### config.mk
export PLATFORM = sky130hd
export DESIGN_NAME = bri_popcnt
export DESIGN_NICKNAME = d
export VERILOG_FILES = /design/src/rtl/core/bri_pkg.sv /design/src/rtl/core/bri_popcnt.sv
export SDC_FILE = /design/constraint.sdc
export NUM_CORES = 1
export LEC_CHECK = 0
export ABC_AREA = 1
export BUFFER_PORTS_ARGS = -buffer_cell sky130_fd_sc_hd__buf_2
export CORE_ASPECT_RATIO = 0.5
export CORE_UTILIZATION = 50
export DETAILED_ROUTE_END_ITERATION = 10
export PLACE_DENSITY = 0.76
export SLEW_MARGIN = 5
export SYNTH_ARGS = -nofsm -noshare
export SYNTH_HDL_FRONTEND = slang
export SYNTH_SLANG_ARGS = --single-unit
### constraint.sdc
create_clock -name vclk -period 18.74
set_input_delay 0.937 -clock vclk [all_inputs]
set_output_delay 0.937 -clock vclk [all_outputs]
set_load 0.005 [all_outputs]
### src/rtl/core/bri_pkg.sv
package bri_pkg;

  localparam int WORD_BITS   = 64;
  localparam int WORD_COUNT  = 1024;
  localparam int WORD_AW     = 10;
  localparam int BIT_SEL_W   = 6;
  localparam int POS_W       = 16;
  localparam int DIR_DEPTH   = 1024;
  localparam int DIR_AW      = 10;
  localparam int DIR_CNT_W   = DIR_AW + 1;
  localparam int RANK_W      = 16;
  localparam int CNT_W       = POS_W + 1;
  localparam int POP_W       = BIT_SEL_W + 1;
  localparam int SHIFT_W     = 5;
  localparam int CAP_W       = 17;
  localparam int CFG_IDX_W   = 2;
  localparam int CFG_DATA_W  = 17;

  localparam logic [CFG_IDX_W-1:0] CFG_SHIFT    = 2'd0;
  localparam logic [CFG_IDX_W-1:0] CFG_CAPACITY = 2'd1;
  localparam logic [CFG_IDX_W-1:0] CFG_ENTRIES  = 2'd2;

  typedef enum logic [1:0] {
    OP_LOAD_WORD = 2'd0,
    OP_LOAD_DIR  = 2'd1,
    OP_QUERY     = 2'd2
  } op_t;

  typedef enum logic [2:0] {
    ST_IDLE,
    ST_BIT,
    ST_SEARCH,
    ST_PROBE,
    ST_COUNT_RD,
    ST_COUNT_ACC,
    ST_RESULT
  } state_t;

  typedef struct packed {
    logic [BIT_SEL_W-1:0] lo;
    logic [BIT_SEL_W-1:0] hi;
  } bit_range_t;

endpackage

### src/rtl/core/bri_popcnt.sv
module bri_popcnt
  import bri_pkg::*;
(
  input  logic [WORD_BITS-1:0] word,
  input  bit_range_t           range,
  output logic [POP_W-1:0]     count
);

  localparam int BYTES = WORD_BITS / 8;

  logic [WORD_BITS-1:0] masked;
  logic [3:0]           byte_cnt [BYTES];

  always_comb begin
    for (int i = 0; i < WORD_BITS; i++) begin
      masked[i] = word[i] && (BIT_SEL_W'(i) >= range.lo) && (BIT_SEL_W'(i) <= range.hi);
    end
  end

  always_comb begin
    for (int b = 0; b < BYTES; b++) begin
      byte_cnt[b] = '0;
      for (int j = 0; j < 8; j++) begin
        byte_cnt[b] = byte_cnt[b] + 4'(masked[b*8 + j]);
      end
    end
  end

  always_comb begin
    count = '0;
    for (int b = 0; b < BYTES; b++) begin
      count = count + POP_W'(byte_cnt[b]);
    end
  end

endmodule

==> results.md <==
Timing:
- The number of endpoints failing setup at the final stage is 0.
- The final-report hold violation count is 0.
- Setup repair after global routing left no endpoint under its margin.
- In this run the tightest slew margin relative to its limit is 32.8%.
- Static timing analysis puts the maximum clock frequency at 0.115 GHz.
- The slew at the pin closest to its max-slew limit is 1.00 ns.
- The final critical-path required period is 8.68 ns.
- The number of max-slew violations in the final report is 0.
- The final setup TNS is 0 ns.
- In the finished design, the share of the clock period the worst path needs comes to 46.3%.

Power and ir drop:
- The logic gate share of total power is 100.0%.
- The fraction of power spent switching nets is 58.1%.
- Of the total power, the clock network draws 0%.
- The internal power component is 0.110 mW.
- The net load switching power is 0.152 mW.
- Sequential cells burn 0% of the power.
- The leakage power total is 1.90 nW.
- For this design the ratio of total power to cell area is 74.2 nW/um^2.
- Across the VDD grid, the largest voltage drop is 0.229 mV.

Worst setup path:
- The endpoint type of the worst setup path is an output port.
- The worst endpoint data arrival time is 7.74 ns.
- Along the worst path, the maximum fanout reaches 12.
- Data on the critical path is required at its endpoint by 17.80 ns.
- The critical path start-end classification is in -> out.
- STA classifies the critical path startpoint as a primary input.

Drt:
- For this block, the initial DRC count from the detailed router was 415.
- The aggregate routed wire length is 11,600 microns.
- The wire length per cell after detailed routing is 18.8 microns.
- The number of nets with antenna violations after routing is 0.
- The number of optimization iterations in the first detailed-route pass is 5.
- After detailed routing, the number of remaining DRC violations is 0.
- The via total after detailed routing is 3,516.
- The average vias per placed instance is 5.72.

Synthesis:
- In the post-synthesis netlist, the cell with the most instances is nand2_1.
- Ranked by instance count, the synthesized netlist is headed by nand2_1 (94), inv_1 (79), nand3_1 (62).
- The mean post-synth cell area is 6.81 sq um.
- Counting every instance in the synthesized netlist gives 462.
- After synthesis, the cell types taking the most area are fa_1 (34%), nand2_1 (11%), nand3_1 (9.9%), inv_1 (9.4%), ha_1 (6.0%).
- After synthesis, the largest area contributor takes up 34.4% of total cell area.
- The biggest area contributor in the post-synthesis netlist is fa_1.
- The sequential-to-total area share from yosys stat is 0%.
- For this run, the number of Yosys warnings is 0.
- In this run, distinct cell masters in the synthesized netlist total 29.
- The number of nets handed over by synthesis was 607.
- The cell area after technology mapping is 3150 sq um.

Status:
- The run finished with clean final reports.

Global routing:
- The total congestion overflow after global routing is 0.
- met1 is the most crowded layer.
- The initial antenna violation count is 0.
- The global-route track usage on met3 is 9.73%.
- The first global-routing pass estimated 18,100 microns of wire.
- The met1 capacity usage during global routing is 55.6%.
- The met2 track demand over resource in global routing is 55.2%.
- Across every metal layer, demand over resource in global routing totals 37.1%.
- The pin count of the biggest net entering global routing is 15.
- The number of global-route vias before repair is 3,363.

Placed design:
- The number of port buffers is 83.
- The final weighted congestion in routability-driven placement is 1.03.
- Summed over all nets, the half-perimeter wirelength after detailed placement is 9900 microns.

Die:
- The die width is 114 microns.
- The core outline area is 5780 sq um.
- The top-level port count is 83.
- The starting density of the core is 54.5%.
- The site row count is 19.
- The die covers 6630 sq um.
- The height of the chip is 58.1 microns.

Job:
- The tool flagged a number of max-cap violations equal to 0.

Worst hold path:
- The worst min-delay path category is in -> out.

Final layout:
- The clock buffer count in the final layout is 0.
- The post-route core utilization is 61.1%.
- The net count reported at finish is 678.
- The diode insertion count for antenna repair is 0.
- The layout sequential cell count is 0.
- The area added between synthesis and finish is 12.2%.
- The share of final-layout standard cells stronger than drive strength 1 is 20.5%.
- The number of inserted filler cells in the final layout is 623.
- Across the whole layout, storage elements account for 0 sq um.

Clocking:
- The setup fix buffers added after clock tree synthesis is 0.
- The post-CTS resize count is 0.
- The number of buffers inserted by hold repair at cts is 0.
==> stage by stage <==
stage / hold slack [ns] / power, mW / std cells / setup WS, ns / area, sq um
global placement: 2.37 / 0.257 / 615 / 10.33 / 3530
CTS: 2.40 / 0.265 / 615 / 10.18 / 3530
global route: 2.44 / 0.310 / 615 / 9.92 / 3530
finish: 2.39 / 0.262 / 615 / 10.06 / 3530
floorplan: 2.18 / 0.186 / 462 / 11.12 / 3150
detailed placement: 2.39 / 0.262 / 615 / 10.22 / 3530
==> routing by layer <==
metal | share of wire, % | vias up
li1 | - | 1598
met1 | 44 | 1649
met4 | 1.6 | 0
met2 | 41 | 244
met3 | 14 | 25
met5 | 0 | -
==> cells by family after synthesis <==
kind of cell / Yosys count / synth area share, %
buffers and inverters: 101 / 14.8
and+or+nand+nor: 240 / 35.5
AOI/OAI and AO/OA: 49 / 8.51
xor gates and xnor gates: 3 / 0.835
adders and majority gates: 69 / 40.3
==> placed cells by master (no fill, tap or decap), drive strengths merged, types with 2 or more instances in the layout <==
cell type / Yosys / layout
buf: 11 / 83
a21oi: 16 / 16
o21ai: 25 / 25
xor2: 2 / 2
fa: 54 / 54
inv: 86 / 86
nand3: 62 / 62
o211ai: 4 / 4
nand2: 99 / 99
nand4: 18 / 18
nor2: 60 / 60
ha: 15 / 15
==> power by group through the flow <==
| stage | Combinational [mW] | Sequential, mW | Clock [mW] |
|---|---|---|---|
| after global routing | 0.310 | 0 | 0 |
| after detailed placement | 0.262 | 0 | 0 |
| after CTS | 0.265 | 0 | 0 |
| final | 0.262 | 0 | 0 |
| after floorplan | 0.186 | 0 | 0 |
| after global placement | 0.257 | 0 | 0 |
==> worst paths after layout <==
kind	end	start	depth (start not counted)	slack [ns]
min	count[0]	word[2]	5	2.39
max	count[4]	range[1]	23	10.06
==> critical path: stages <==
cell and delay, ns:
buf_2 0.17, nor2_1 0.79, nand2_1 0.20, nor2_1 0.14, nor2_1 0.05, nand3_1 0.09
fa_1 0.45, fa_1 0.52, fa_1 0.53, inv_1 0.07, fa_1 0.57, inv_1 0.07
fa_1 0.48, fa_1 0.53, fa_1 0.55, inv_1 0.05, fa_1 0.47, ha_1 0.24
fa_1 0.43, nand2_1 0.09, nand2_1 0.06, xor2_1 0.14, buf_2 0.13
==> cell type report <==
class                      instances  area (sq um)  area share (%)
multi-input combinational        361          2680            75.9
timing repair buffer              83           415            11.8
inverter                          87           329            9.33
tap                               84           105            2.98
(Power assumes the default switching activity.)
